### config.mk
export PLATFORM = sky130hd
export DESIGN_NAME = source_token_scanner_flat
export DESIGN_NICKNAME = d
export VERILOG_FILES = /design/src/stsc_pkg.sv /design/src/stsc_if.sv /design/src/stsc_out_queue.sv /design/src/source_token_scanner.sv /design/src/flat_wrapper.sv
export SDC_FILE = /design/constraint.sdc
export NUM_CORES = 1
export LEC_CHECK = 0
export BUFFER_PORTS_ARGS = -buffer_cell sky130_fd_sc_hd__clkbuf_2
export CORE_ASPECT_RATIO = 1.1
export CORE_UTILIZATION = 35
export DETAILED_ROUTE_END_ITERATION = 10
export GPL_ROUTABILITY_DRIVEN = 0
export PLACE_DENSITY = 0.49
export SETUP_SLACK_MARGIN = 0.02
export SLEW_MARGIN = 5
export SYNTH_ARGS = -nofsm -noshare
export SYNTH_HDL_FRONTEND = slang
export SYNTH_SLANG_ARGS = --single-unit
### constraint.sdc
create_clock -name clk_i -period 7.1 [get_ports clk_i]
set_input_delay 0.355 -clock clk_i [delete_from_list [all_inputs] [get_ports clk_i]]
set_output_delay 0.355 -clock clk_i [all_outputs]
set_load 0.02 [all_outputs]
### src/stsc_pkg.sv
// Shared types, codes and lookup functions of the source token scanner.
package stsc_pkg;

  localparam int OffsetBits    = 24;
  localparam int KeywordMaxLen = 9;
  localparam int FieldBits     = 24;
  localparam int CountBits     = 16;
  localparam int KindBits      = 6;
  localparam int NumKeywords   = 17;
  localparam int KwTextLen     = 9;
  localparam int KwLenBits     = 5;

  localparam logic [CountBits-1:0] CountMax = '1;

  typedef enum logic [7:0] {
    MODE_IDLE   = 8'b0000_0001,
    MODE_IDENT  = 8'b0000_0010,
    MODE_NUMBER = 8'b0000_0100,
    MODE_STRING = 8'b0000_1000,
    MODE_SLASH  = 8'b0001_0000,
    MODE_LINE   = 8'b0010_0000,
    MODE_BLOCK  = 8'b0100_0000,
    MODE_OP     = 8'b1000_0000
  } mode_e;

  localparam logic [KindBits-1:0] KIND_END     = 6'd0;
  localparam logic [KindBits-1:0] KIND_IDENT   = 6'd1;
  localparam logic [KindBits-1:0] KIND_NUMBER  = 6'd2;
  localparam logic [KindBits-1:0] KIND_STRING  = 6'd3;
  localparam logic [KindBits-1:0] KIND_KW0     = 6'd4;
  localparam logic [KindBits-1:0] KIND_LBRACE  = 6'd21;
  localparam logic [KindBits-1:0] KIND_RBRACE  = 6'd22;
  localparam logic [KindBits-1:0] KIND_LPAREN  = 6'd23;
  localparam logic [KindBits-1:0] KIND_RPAREN  = 6'd24;
  localparam logic [KindBits-1:0] KIND_SEMI    = 6'd25;
  localparam logic [KindBits-1:0] KIND_COMMA   = 6'd26;
  localparam logic [KindBits-1:0] KIND_DOT     = 6'd27;
  localparam logic [KindBits-1:0] KIND_STAR    = 6'd28;
  localparam logic [KindBits-1:0] KIND_AMP     = 6'd29;
  localparam logic [KindBits-1:0] KIND_PLUS    = 6'd30;
  localparam logic [KindBits-1:0] KIND_TILDE   = 6'd31;
  localparam logic [KindBits-1:0] KIND_LT      = 6'd32;
  localparam logic [KindBits-1:0] KIND_GT      = 6'd34;
  localparam logic [KindBits-1:0] KIND_ASSIGN  = 6'd36;
  localparam logic [KindBits-1:0] KIND_BANG    = 6'd38;
  localparam logic [KindBits-1:0] KIND_COLON   = 6'd40;
  localparam logic [KindBits-1:0] KIND_MINUS   = 6'd42;
  localparam logic [KindBits-1:0] KIND_UNKNOWN = 6'd44;

  localparam logic [7:0] CH_LF    = 8'h0A;
  localparam logic [7:0] CH_CR    = 8'h0D;
  localparam logic [7:0] CH_TAB   = 8'h09;
  localparam logic [7:0] CH_SPACE = 8'h20;
  localparam logic [7:0] CH_QUOTE = 8'h22;
  localparam logic [7:0] CH_BSL   = 8'h5C;
  localparam logic [7:0] CH_SLASH = 8'h2F;
  localparam logic [7:0] CH_STAR  = 8'h2A;
  localparam logic [7:0] CH_UNDER = 8'h5F;

  typedef struct packed {
    logic [7:0] source_char;
    logic       end_of_source;
  } in_item_t;

  typedef struct packed {
    logic [KindBits-1:0]  token_kind;
    logic [FieldBits-1:0] start_offset;
    logic [FieldBits-1:0] token_length;
    logic [CountBits-1:0] line;
    logic [CountBits-1:0] column;
    logic                 unterminated;
    logic                 last;
  } out_item_t;

  typedef struct packed {
    logic first;
    logic second;
  } push_t;

  // Keyword text right-aligned, first character most significant.
  localparam logic [8*KwTextLen-1:0] KW_TEXT [NumKeywords] = '{
    "class", "struct", "public", "private", "protected", "virtual",
    "override", "if", "else", "return", "new", "this", "const", "void",
    "enum", "auto", "final"
  };
  localparam int KW_LEN [NumKeywords] = '{5, 6, 6, 7, 9, 7, 8, 2, 4, 6, 3, 4, 5, 4, 4, 4, 5};

  function automatic logic is_letter(logic [7:0] c);
    return (c >= "a" && c <= "z") || (c >= "A" && c <= "Z");
  endfunction

  function automatic logic is_digit(logic [7:0] c);
    return c >= "0" && c <= "9";
  endfunction

  function automatic logic is_blank(logic [7:0] c);
    return c == CH_SPACE || c == CH_TAB || c == CH_CR || c == CH_LF;
  endfunction

  function automatic logic [KindBits-1:0] single_kind(logic [7:0] c);
    logic [KindBits-1:0] k;
    case (c)
      "{":     k = KIND_LBRACE;
      "}":     k = KIND_RBRACE;
      "(":     k = KIND_LPAREN;
      ")":     k = KIND_RPAREN;
      ";":     k = KIND_SEMI;
      ",":     k = KIND_COMMA;
      ".":     k = KIND_DOT;
      "*":     k = KIND_STAR;
      "&":     k = KIND_AMP;
      "+":     k = KIND_PLUS;
      "~":     k = KIND_TILDE;
      default: k = KIND_UNKNOWN;
    endcase
    return k;
  endfunction

  function automatic logic is_pair_first(logic [7:0] c);
    return c == "<" || c == ">" || c == "=" || c == "!" || c == ":" || c == "-";
  endfunction

  function automatic logic [7:0] pair_second(logic [7:0] c);
    logic [7:0] s;
    case (c)
      ":":     s = ":";
      "-":     s = ">";
      default: s = "=";
    endcase
    return s;
  endfunction

  function automatic logic [KindBits-1:0] pair_kind(logic [7:0] c);
    logic [KindBits-1:0] k;
    case (c)
      "<":     k = KIND_LT;
      ">":     k = KIND_GT;
      "=":     k = KIND_ASSIGN;
      "!":     k = KIND_BANG;
      ":":     k = KIND_COLON;
      "-":     k = KIND_MINUS;
      default: k = KIND_UNKNOWN;
    endcase
    return k;
  endfunction

  function automatic logic [KindBits-1:0] name_kind(logic [KwTextLen-1:0][7:0] head,
                                                    logic [KwLenBits-1:0] len);
    logic [KindBits-1:0] k;
    logic                hit;
    k = KIND_IDENT;
    for (int i = 0; i < NumKeywords; i++) begin
      hit = (int'(len) == KW_LEN[i]);
      for (int j = 0; j < KwTextLen; j++) begin
        if (j < KW_LEN[i] && head[j] != KW_TEXT[i][(KW_LEN[i]-1-j)*8 +: 8]) begin
          hit = 1'b0;
        end
      end
      if (hit) begin
        k = KIND_KW0 + KindBits'(i);
      end
    end
    return k;
  endfunction

endpackage

### src/stsc_if.sv
// Request channels of the source token scanner: input bytes and output tokens.
interface stsc_in_if;
  logic                valid;
  logic                ready;
  stsc_pkg::in_item_t  payload;
  modport source (output valid, output payload, input ready);
  modport sink (input valid, input payload, output ready);
endinterface

interface stsc_out_if;
  logic                valid;
  logic                ready;
  stsc_pkg::out_item_t payload;
  modport source (output valid, output payload, input ready);
  modport sink (input valid, input payload, output ready);
endinterface

### src/stsc_out_queue.sv
// Four-entry token queue that takes up to two tokens a cycle and hands out one.
module stsc_out_queue (
  input  logic                clk_i,
  input  logic                rst_ni,
  input  stsc_pkg::push_t     push_i,
  input  stsc_pkg::out_item_t first_i,
  input  stsc_pkg::out_item_t second_i,
  output logic                room_o,
  stsc_out_if.source          out_o
);

  stsc_pkg::out_item_t mem_q [4];
  logic [1:0] rd_q, rd_d, wr_q, wr_d;
  logic [2:0] count_q, count_d;
  logic       pop;
  logic [2:0] pushes;

  assign pop         = out_o.valid && out_o.ready;
  assign pushes      = 3'(push_i.first) + 3'(push_i.second);
  assign room_o      = count_q <= 3'd2;
  assign out_o.valid = count_q != 3'd0;
  assign out_o.payload = mem_q[rd_q];

  always_comb begin
    rd_d    = pop ? rd_q + 2'd1 : rd_q;
    wr_d    = wr_q + pushes[1:0];
    count_d = count_q + pushes - 3'(pop);
  end

  always_ff @(posedge clk_i or negedge rst_ni) begin
    if (!rst_ni) begin
      rd_q    <= '0;
      wr_q    <= '0;
      count_q <= '0;
    end else begin
      rd_q    <= rd_d;
      wr_q    <= wr_d;
      count_q <= count_d;
    end
  end

  always_ff @(posedge clk_i) begin
    if (push_i.first) begin
      mem_q[wr_q] <= first_i;
    end
    if (push_i.second) begin
      mem_q[wr_q + 2'd1] <= second_i;
    end
  end

endmodule

### src/source_token_scanner.sv
// Top level of the source token scanner: per-byte scan logic and token queue.
//
//  channel  dir  payload                                   handshake
//  in_i     in   source_char, end_of_source                valid/ready
//  out_o    out  token_kind, start_offset, token_length,   valid/ready
//                line, column, unterminated, last
//
// One byte is taken per cycle; its tokens (zero, one or two) are computed in the
// same cycle and enter a four-entry queue whose registered head drives out_o.
// in_i.ready drops while the queue holds more than two tokens; out_o drains one
// token per cycle while out_o.ready is high, so a stalled sink stops input.
// Reset (asynchronous, active low) empties the queue and returns the scanner to
// line 1, column 1, offset 0; the end of each source returns it there but keeps the queue.
module source_token_scanner #(
  parameter int OFFSET_BITS     = stsc_pkg::OffsetBits,
  parameter int KEYWORD_MAX_LEN = stsc_pkg::KeywordMaxLen
) (
  input  logic       clk_i,
  input  logic       rst_ni,
  stsc_in_if.sink    in_i,
  stsc_out_if.source out_o
);

  localparam int OB = OFFSET_BITS;
  localparam int K  = KEYWORD_MAX_LEN;
  localparam int LB = $clog2(K + 2);
  localparam int FB = stsc_pkg::FieldBits;
  localparam int CB = stsc_pkg::CountBits;
  localparam int TB = stsc_pkg::KindBits;

  stsc_pkg::mode_e mode_q, mode_d, mode_a;
  logic [7:0]    held_q, held_d;
  logic [OB-1:0] pos_q, pos_n, pos_c, tstart_q, tstart_d;
  logic [CB-1:0] line_q, line_n, line_c, col_q, col_n, col_c;
  logic [7:0]    nbuf_q [K];
  logic [7:0]    nbuf_d [K];
  logic [LB-1:0] nlen_q, nlen_d;
  logic          esc_q, esc_d, star_q, star_d;

  logic [7:0] c;
  logic       eos, accept, room, used, skipped, b_go, consumed, word_c;
  logic       a_v, a_new, b_v, c_v;
  logic [TB-1:0] a_kind, b_kind, c_kind;
  logic          c_unterm;
  logic [OB-1:0] a_len, c_start, c_len;
  logic [stsc_pkg::KwTextLen-1:0][7:0] head_q, head_d;
  stsc_pkg::out_item_t it_a, it_b, it_c, first, second;
  stsc_pkg::push_t     push;

  assign c      = in_i.payload.source_char;
  assign eos    = in_i.payload.end_of_source;
  assign in_i.ready = room;
  assign accept = in_i.valid && room;
  assign word_c = stsc_pkg::is_letter(c) || stsc_pkg::is_digit(c) || c == stsc_pkg::CH_UNDER;

  function automatic logic [FB-1:0] fit(logic [OB-1:0] v);
    logic [OB+FB-1:0] w;
    w = {{FB{1'b0}}, v};
    return w[FB-1:0];
  endfunction

  always_comb begin
    for (int j = 0; j < stsc_pkg::KwTextLen; j++) begin
      head_q[j] = nbuf_q[j];
      head_d[j] = nbuf_d[j];
    end
  end

  // Counters after consuming the current byte.
  always_comb begin
    pos_n = pos_q + OB'(1);
    if (c == stsc_pkg::CH_LF) begin
      line_n = (line_q == stsc_pkg::CountMax) ? line_q : line_q + CB'(1);
      col_n  = CB'(1);
    end else begin
      line_n = line_q;
      col_n  = (col_q == stsc_pkg::CountMax) ? col_q : col_q + CB'(1);
    end
  end

  always_comb begin
    mode_a   = mode_q;
    held_d   = held_q;
    tstart_d = tstart_q;
    nbuf_d   = nbuf_q;
    nlen_d   = nlen_q;
    esc_d    = esc_q;
    star_d   = star_q;
    used     = 1'b0;
    skipped  = 1'b0;
    a_v      = 1'b0;
    a_new    = 1'b0;
    a_kind   = stsc_pkg::KIND_UNKNOWN;
    b_v      = 1'b0;
    b_kind   = stsc_pkg::KIND_UNKNOWN;

    // Finish or extend the token in progress.
    case (mode_q)
      stsc_pkg::MODE_IDENT: begin
        if (word_c) begin
          used = 1'b1;
          if (nlen_q < LB'(K)) begin
            nbuf_d[nlen_q[$clog2(K)-1:0]] = c;
          end
          if (nlen_q <= LB'(K)) begin
            nlen_d = nlen_q + LB'(1);
          end
        end else begin
          a_v    = 1'b1;
          a_kind = (nlen_q > LB'(K)) ? stsc_pkg::KIND_IDENT
                 : stsc_pkg::name_kind(head_q, stsc_pkg::KwLenBits'(nlen_q));
          mode_a = stsc_pkg::MODE_IDLE;
        end
      end
      stsc_pkg::MODE_NUMBER: begin
        if (stsc_pkg::is_digit(c)) begin
          used = 1'b1;
        end else begin
          a_v    = 1'b1;
          a_kind = stsc_pkg::KIND_NUMBER;
          mode_a = stsc_pkg::MODE_IDLE;
        end
      end
      stsc_pkg::MODE_STRING: begin
        used = 1'b1;
        if (esc_q) begin
          esc_d = 1'b0;
        end else if (c == stsc_pkg::CH_BSL) begin
          esc_d = 1'b1;
        end else if (c == stsc_pkg::CH_QUOTE) begin
          a_v    = 1'b1;
          a_new  = 1'b1;
          a_kind = stsc_pkg::KIND_STRING;
          mode_a = stsc_pkg::MODE_IDLE;
        end
      end
      stsc_pkg::MODE_SLASH: begin
        if (c == stsc_pkg::CH_SLASH) begin
          used    = 1'b1;
          skipped = 1'b1;
          mode_a  = stsc_pkg::MODE_LINE;
        end else if (c == stsc_pkg::CH_STAR) begin
          used    = 1'b1;
          skipped = 1'b1;
          star_d  = 1'b0;
          mode_a  = stsc_pkg::MODE_BLOCK;
        end else begin
          a_v    = 1'b1;
          a_kind = stsc_pkg::KIND_UNKNOWN;
          mode_a = stsc_pkg::MODE_IDLE;
        end
      end
      stsc_pkg::MODE_LINE: begin
        if (c == stsc_pkg::CH_LF) begin
          mode_a = stsc_pkg::MODE_IDLE;
        end else begin
          used    = 1'b1;
          skipped = 1'b1;
        end
      end
      stsc_pkg::MODE_BLOCK: begin
        used    = 1'b1;
        skipped = 1'b1;
        if (star_q && c == stsc_pkg::CH_SLASH) begin
          mode_a = stsc_pkg::MODE_IDLE;
        end else begin
          star_d = (c == stsc_pkg::CH_STAR);
        end
      end
      stsc_pkg::MODE_OP: begin
        a_v    = 1'b1;
        mode_a = stsc_pkg::MODE_IDLE;
        if (c == stsc_pkg::pair_second(held_q)) begin
          used   = 1'b1;
          a_new  = 1'b1;
          a_kind = stsc_pkg::pair_kind(held_q) + TB'(1);
        end else begin
          a_kind = stsc_pkg::pair_kind(held_q);
        end
      end
      default: mode_a = stsc_pkg::MODE_IDLE;
    endcase

    // Start a new token with this byte when it was not taken above.
    mode_d = mode_a;
    b_go   = !used && mode_a == stsc_pkg::MODE_IDLE;
    if (b_go) begin
      tstart_d = pos_q;
      if (stsc_pkg::is_blank(c)) begin
        skipped = 1'b1;
      end else if (stsc_pkg::is_letter(c) || c == stsc_pkg::CH_UNDER) begin
        nbuf_d[0] = c;
        nlen_d    = LB'(1);
        mode_d    = stsc_pkg::MODE_IDENT;
      end else if (stsc_pkg::is_digit(c)) begin
        mode_d = stsc_pkg::MODE_NUMBER;
      end else if (c == stsc_pkg::CH_QUOTE) begin
        esc_d  = 1'b0;
        mode_d = stsc_pkg::MODE_STRING;
      end else if (c == stsc_pkg::CH_SLASH) begin
        mode_d = stsc_pkg::MODE_SLASH;
      end else if (stsc_pkg::is_pair_first(c)) begin
        held_d = c;
        mode_d = stsc_pkg::MODE_OP;
      end else begin
        b_v    = 1'b1;
        b_kind = stsc_pkg::single_kind(c);
      end
    end

    consumed = used || b_go;
    pos_c    = consumed ? pos_n : pos_q;
    line_c   = consumed ? line_n : line_q;
    col_c    = consumed ? col_n : col_q;
    a_len    = (a_new ? pos_n : pos_q) - tstart_q;

    // Flush whatever is open at the end of the source.
    c_v      = 1'b0;
    c_kind   = stsc_pkg::KIND_END;
    c_unterm = 1'b0;
    if (eos) begin
      c_v = 1'b1;
      case (mode_d)
        stsc_pkg::MODE_IDENT: begin
          c_kind = (nlen_d > LB'(K)) ? stsc_pkg::KIND_IDENT
                 : stsc_pkg::name_kind(head_d, stsc_pkg::KwLenBits'(nlen_d));
        end
        stsc_pkg::MODE_NUMBER: c_kind = stsc_pkg::KIND_NUMBER;
        stsc_pkg::MODE_STRING: begin
          c_kind   = stsc_pkg::KIND_UNKNOWN;
          c_unterm = 1'b1;
        end
        stsc_pkg::MODE_SLASH: c_kind = stsc_pkg::KIND_UNKNOWN;
        stsc_pkg::MODE_OP:    c_kind = stsc_pkg::pair_kind(held_d);
        stsc_pkg::MODE_LINE,
        stsc_pkg::MODE_BLOCK: c_kind = stsc_pkg::KIND_END;
        default: c_v = skipped;
      endcase
    end
    c_start = (c_kind == stsc_pkg::KIND_END) ? pos_c : tstart_d;
    c_len   = (c_kind == stsc_pkg::KIND_END) ? '0 : pos_c - tstart_d;
  end

  always_comb begin
    it_a = '{token_kind: a_kind, start_offset: fit(tstart_q), token_length: fit(a_len),
             line: a_new ? line_n : line_q, column: a_new ? col_n : col_q,
             unterminated: 1'b0, last: 1'b0};
    it_b = '{token_kind: b_kind, start_offset: fit(pos_q), token_length: FB'(1),
             line: line_c, column: col_c, unterminated: 1'b0, last: 1'b0};
    it_c = '{token_kind: c_kind, start_offset: fit(c_start), token_length: fit(c_len),
             line: line_c, column: col_c, unterminated: c_unterm, last: 1'b0};
    first  = a_v ? it_a : (b_v ? it_b : it_c);
    second = b_v ? it_b : it_c;
    push.first  = accept && (a_v || b_v || c_v);
    push.second = accept && a_v && (b_v || c_v);
    // Mark the final token of the source.
    if (a_v && (b_v || c_v)) begin
      second.last = eos;
    end else begin
      first.last = eos;
    end
  end

  always_ff @(posedge clk_i or negedge rst_ni) begin
    if (!rst_ni) begin
      mode_q   <= stsc_pkg::MODE_IDLE;
      held_q   <= '0;
      pos_q    <= '0;
      line_q   <= CB'(1);
      col_q    <= CB'(1);
      tstart_q <= '0;
      nlen_q   <= '0;
      esc_q    <= 1'b0;
      star_q   <= 1'b0;
    end else if (accept) begin
      if (eos) begin
        mode_q   <= stsc_pkg::MODE_IDLE;
        held_q   <= '0;
        pos_q    <= '0;
        line_q   <= CB'(1);
        col_q    <= CB'(1);
        tstart_q <= '0;
        nlen_q   <= '0;
        esc_q    <= 1'b0;
        star_q   <= 1'b0;
      end else begin
        mode_q   <= mode_d;
        held_q   <= held_d;
        pos_q    <= pos_c;
        line_q   <= line_c;
        col_q    <= col_c;
        tstart_q <= tstart_d;
        nlen_q   <= nlen_d;
        esc_q    <= esc_d;
        star_q   <= star_d;
      end
    end
  end

  always_ff @(posedge clk_i) begin
    if (accept) begin
      nbuf_q <= nbuf_d;
    end
  end

  stsc_out_queue u_queue (
    .clk_i    (clk_i),
    .rst_ni   (rst_ni),
    .push_i   (push),
    .first_i  (first),
    .second_i (second),
    .room_o   (room),
    .out_o    (out_o)
  );

endmodule

### src/flat_wrapper.sv
// flat-port wrapper written by rule: the top's interface ports become plain ports
module source_token_scanner_flat 
#(
  parameter int OFFSET_BITS     = stsc_pkg::OffsetBits,
  parameter int KEYWORD_MAX_LEN = stsc_pkg::KeywordMaxLen
)
  (clk_i, rst_ni, in_i_valid, in_i_payload, in_i_ready, out_o_valid, out_o_payload, out_o_ready);
  stsc_in_if in_i_i ();
  stsc_out_if out_o_i ();
  input  logic clk_i;
  input  logic rst_ni;
  input wire logic [$bits(in_i_i.valid)-1:0] in_i_valid;
  input wire logic [$bits(in_i_i.payload)-1:0] in_i_payload;
  output wire logic [$bits(in_i_i.ready)-1:0] in_i_ready;
  output wire logic [$bits(out_o_i.valid)-1:0] out_o_valid;
  output wire logic [$bits(out_o_i.payload)-1:0] out_o_payload;
  input wire logic [$bits(out_o_i.ready)-1:0] out_o_ready;
  assign in_i_i.valid = in_i_valid;
  assign in_i_i.payload = in_i_payload;
  assign in_i_ready = in_i_i.ready;
  assign out_o_valid = out_o_i.valid;
  assign out_o_payload = out_o_i.payload;
  assign out_o_i.ready = out_o_ready;
  source_token_scanner #(.OFFSET_BITS(OFFSET_BITS), .KEYWORD_MAX_LEN(KEYWORD_MAX_LEN)) u_core (.clk_i(clk_i), .rst_ni(rst_ni), .in_i(in_i_i), .out_o(out_o_i));
endmodule
==> summary.txt <==
Global-route wire length before repair - 178000 um
Combined area of all synthesized cells - 33500 um2
Final setup violation count - 0
Clock root buffer - sky130_fd_sc_hd__clkbuf_16
Minimum clock period - 6160 ps
Routed wire length per instance - 25.3 um
Most instantiated library cell after synthesis - sky130_fd_sc_hd__nand2_1
Vias - 27461
Portion of the clock cycle consumed by the worst path in the final layout - 0.868
Clock-pin slew reported for the worst setup and hold paths after clock tree synthesis - 70 ps
Cts-stage hold buffer count - 1
Longest Clk Path Bufs - 3
Global route total overflow - 0
Number of vias per cell after detailed routing - 5.82
Die height - 327 um
Arrival time of the worst setup path - 6540 ps
Remaining max-slew budget at the tightest pin - 0.148
Mean area per synthesized cell - 9.83 um2
Min-Delay Path Class - input pin to register
Async set or reset register ratio after synthesis - 0.205
PostCTS Resize Cnt - 0
Reg2Reg Depth - 18
Pre-CTS setup slack - 757 ps
Number of sinks handled by clock tree synthesis - 533
Detailed placer's ending HPWL - 83300 um
Number of inserted filler cells in the final layout - 9398
Initial standard-cell utilization of the core - 0.355
Post-CTS setup buffers - 0
Number of levels in the clock H-tree - 2
Leakage - 13.8 nW
Critical Setup Path Class - register to register
Post-Layout Cell Count - 4715
Setup repair after global routing missed its margin - no
Worst-Margin Slew - 1250 ps
Detailed Route Iter0 Violations - 2594
Max Clock Skew - 52.4 ps
Core area - 94500 um2
I/O pins - 103
Remaining routing DRC violations - 0
Total power density per cell area - 337 nW/um2
Maximum operating frequency - 0.162 GHz
Buffers added on ports - 102
Final WS setup - 939 ps
Summed negative setup slack over all endpoints - 0 ps
Number of cells produced by synthesis - 3411
Most area-consuming cells after synthesis - sky130_fd_sc_hd__edfxtp_1 38%, sky130_fd_sc_hd__dfrtp_1 7.9%, sky130_fd_sc_hd__mux4_2 6.0%
Total GRT Usage - 0.242
Most area-hungry cell type in the Yosys netlist - sky130_fd_sc_hd__edfxtp_1
Area share of the largest cell type after synthesis - 0.380
Max-cap violations - 0
Area of the die - 97100 um2
Routed WL - 119000 um
First-pass DRT Iterations - 6
Cell count after placement - 4600
Die width - 297 um
Seq cells post-synth - 533
Type of destination of the critical path - register
Worst endpoint required time - 7480 ps
Diodes inserted - 0
Number of different library cells in the post-synthesis netlist - 107
Final ANT Viol Nets - 0
Clk Latency, worst-skew pair - 680 ps
Syn-to-layout area delta - 11.7%
EDFF count, synth - 424
Final max-slew violation count - 0
Number of cell rows - 118
Fraction of the yosys area taken by sequential cells - 0.461
Status - finished clean
Ranking of synthesized cells by instance count - 479 x sky130_fd_sc_hd__nand2_1, 424 x sky130_fd_sc_hd__edfxtp_1, 302 x sky130_fd_sc_hd__nor2_1, 259 x sky130_fd_sc_hd__o21ai_0, 238 x sky130_fd_sc_hd__a21oi_1
Number of buffers created by CTS - 60
TritonCTS clock tree - done
Prevailing post-synth register cell - sky130_fd_sc_hd__edfxtp_1
Cell depth of the worst min-delay path - 3
Worst Path Max Fanout - 12
Number of global-route vias before repair - 26792
Warning count from the yosys run - 0
Count of nets after finishing - 3478
Share of final-layout standard cells stronger than drive strength 1 - 0.140
Pin count of the biggest net entering global routing - 72
Endpoints failing hold - 0
Crit path launch type - register
Total nets after synthesis - 3486
Worst voltage drop across the vdd grid - 0.268 mV
Number of antenna violations at the first check in global routing - 2
## critical path, stage by stage, from the launching register on
cell and delay, ps:
sky130_fd_sc_hd__dfrtp_1 450, sky130_fd_sc_hd__nor4bb_1 660, sky130_fd_sc_hd__nand3b_1 180, sky130_fd_sc_hd__a2111oi_2 600, sky130_fd_sc_hd__or3_2 340, sky130_fd_sc_hd__buf_4 300
sky130_fd_sc_hd__mux2i_1 420, sky130_fd_sc_hd__ha_1 300, sky130_fd_sc_hd__nor2b_1 130, sky130_fd_sc_hd__o21a_1 170, sky130_fd_sc_hd__o21ai_0 260, sky130_fd_sc_hd__a21oi_1 170
sky130_fd_sc_hd__o41ai_1 700, sky130_fd_sc_hd__a211o_1 290, sky130_fd_sc_hd__nand3b_1 100, sky130_fd_sc_hd__or3_1 310, sky130_fd_sc_hd__a211oi_1 200, sky130_fd_sc_hd__or3_1 180
sky130_fd_sc_hd__o21ai_0 80
## cells in the final DEF, fill, tap and decap left out, types with 48 or more instances in the layout
master                      count
sky130_fd_sc_hd__nand3_1       92
sky130_fd_sc_hd__buf_4         73
sky130_fd_sc_hd__o22ai_1       48
sky130_fd_sc_hd__clkbuf_16     60
sky130_fd_sc_hd__mux4_2        89
sky130_fd_sc_hd__nand2_1      476
sky130_fd_sc_hd__mux2i_1      112
sky130_fd_sc_hd__dfrtp_1      104
sky130_fd_sc_hd__edfxtp_1     424
sky130_fd_sc_hd__a21oi_1      238
sky130_fd_sc_hd__clkbuf_2     101
sky130_fd_sc_hd__nor2_1       298
sky130_fd_sc_hd__ha_1          59
sky130_fd_sc_hd__nor3_1        92
sky130_fd_sc_hd__xor2_1        54
sky130_fd_sc_hd__inv_1         73
sky130_fd_sc_hd__o21ai_0      258
sky130_fd_sc_hd__xnor2_1       88
## stage by stage
stage / area, um2 / hold slack, ps / util / power, mW
6_report: 37500 / 45.7 / 0.396 / 12.6
5_1_grt: 37500 / 51.5 / 0.396 / 13.3
4_1_cts: 37500 / 17.7 / 0.396 / 12.7
3_5_place_dp: 35400 / 406 / 0.375 / 9.45
2_1_floorplan: 33500 / 59.4 / - / 7.68
3_3_place_gp: 35400 / 404 / 0.375 / 9.45
## cell type report
cell class | instances | area (um2) | share of cell area
sequential | 533 | 15500 | 0.413
clock inverter | 36 | 437 | 0.0117
clock buffer | 78 | 1630 | 0.0435
multi-input combinational | 2552 | 16900 | 0.451
timing repair buffer | 181 | 1170 | 0.0314
inverter | 75 | 284 | 0.00758
tap | 1260 | 1580 | 0.0421
## cell families (layout without fill, tap and decap cells)
kind of cell / Yosys count / after routing / share of synthesized area
AOI/OAI and AO/OA: 797 / 797 / 0.145
muxes: 232 / 232 / 0.104
and+or+nand+nor: 1319 / 1319 / 0.190
adders and majority gates: 62 / 62 / 0.0238
DFF: 533 / 533 / 0.461
xor gates and xnor gates: 142 / 142 / 0.0371
buffers and inverters: 326 / 370 / 0.0391
## worst paths after layout
kind                                           start  slack (ps)                     endpoint
hold / removal                           out_o_ready          50       u_core.u_queue.rd_q[0]
setup reg to reg                    u_core.held_q[3]         940  u_core.u_queue.mem_q[3][53]
hold reg to reg            u_core.u_queue.count_q[2]         490    u_core.u_queue.count_q[2]
min in group asynchronous                     rst_ni         270           u_core.tstart_q[2]
max in group asynchronous                     rst_ni        5470              u_core.col_q[1]
setup / recovery                    u_core.held_q[3]         940  u_core.u_queue.mem_q[3][53]
## power by group
group | total, mW | internal, mW | switching (mW)
registers | 4.44 | 3.97 | 0.472
logic | 4.92 | 1.77 | 3.15
clock network | 3.26 | 1.88 | 1.38
## metal layers
| layer | global-route usage | wire length (um) | up-vias |
|---|---|---|---|
| met5 | 0 | 23 | - |
| met4 | 0.0991 | 5430 | 4 |
| met3 | 0.0374 | 7450 | 289 |
| met2 | 0.408 | 56900 | 1115 |
| met1 | 0.309 | 49500 | 13428 |
| li1 | - | - | 12625 |
## state kept, by name (all words and copies together), names as in the netlist, 2 cells and up
signal                  count
u_core.u_queue.wr_q         2
u_core.col_q               16
u_core.tstart_q            24
u_core.nlen_q               4
u_core.u_queue.mem_q      352
u_core.mode_q               8
u_core.u_queue.count_q      3
u_core.line_q              16
u_core.held_q               8
u_core.head_q              72
u_core.u_queue.rd_q         2
u_core.pos_q               24
No activity file was read; power rests on OpenSTA's default activity.
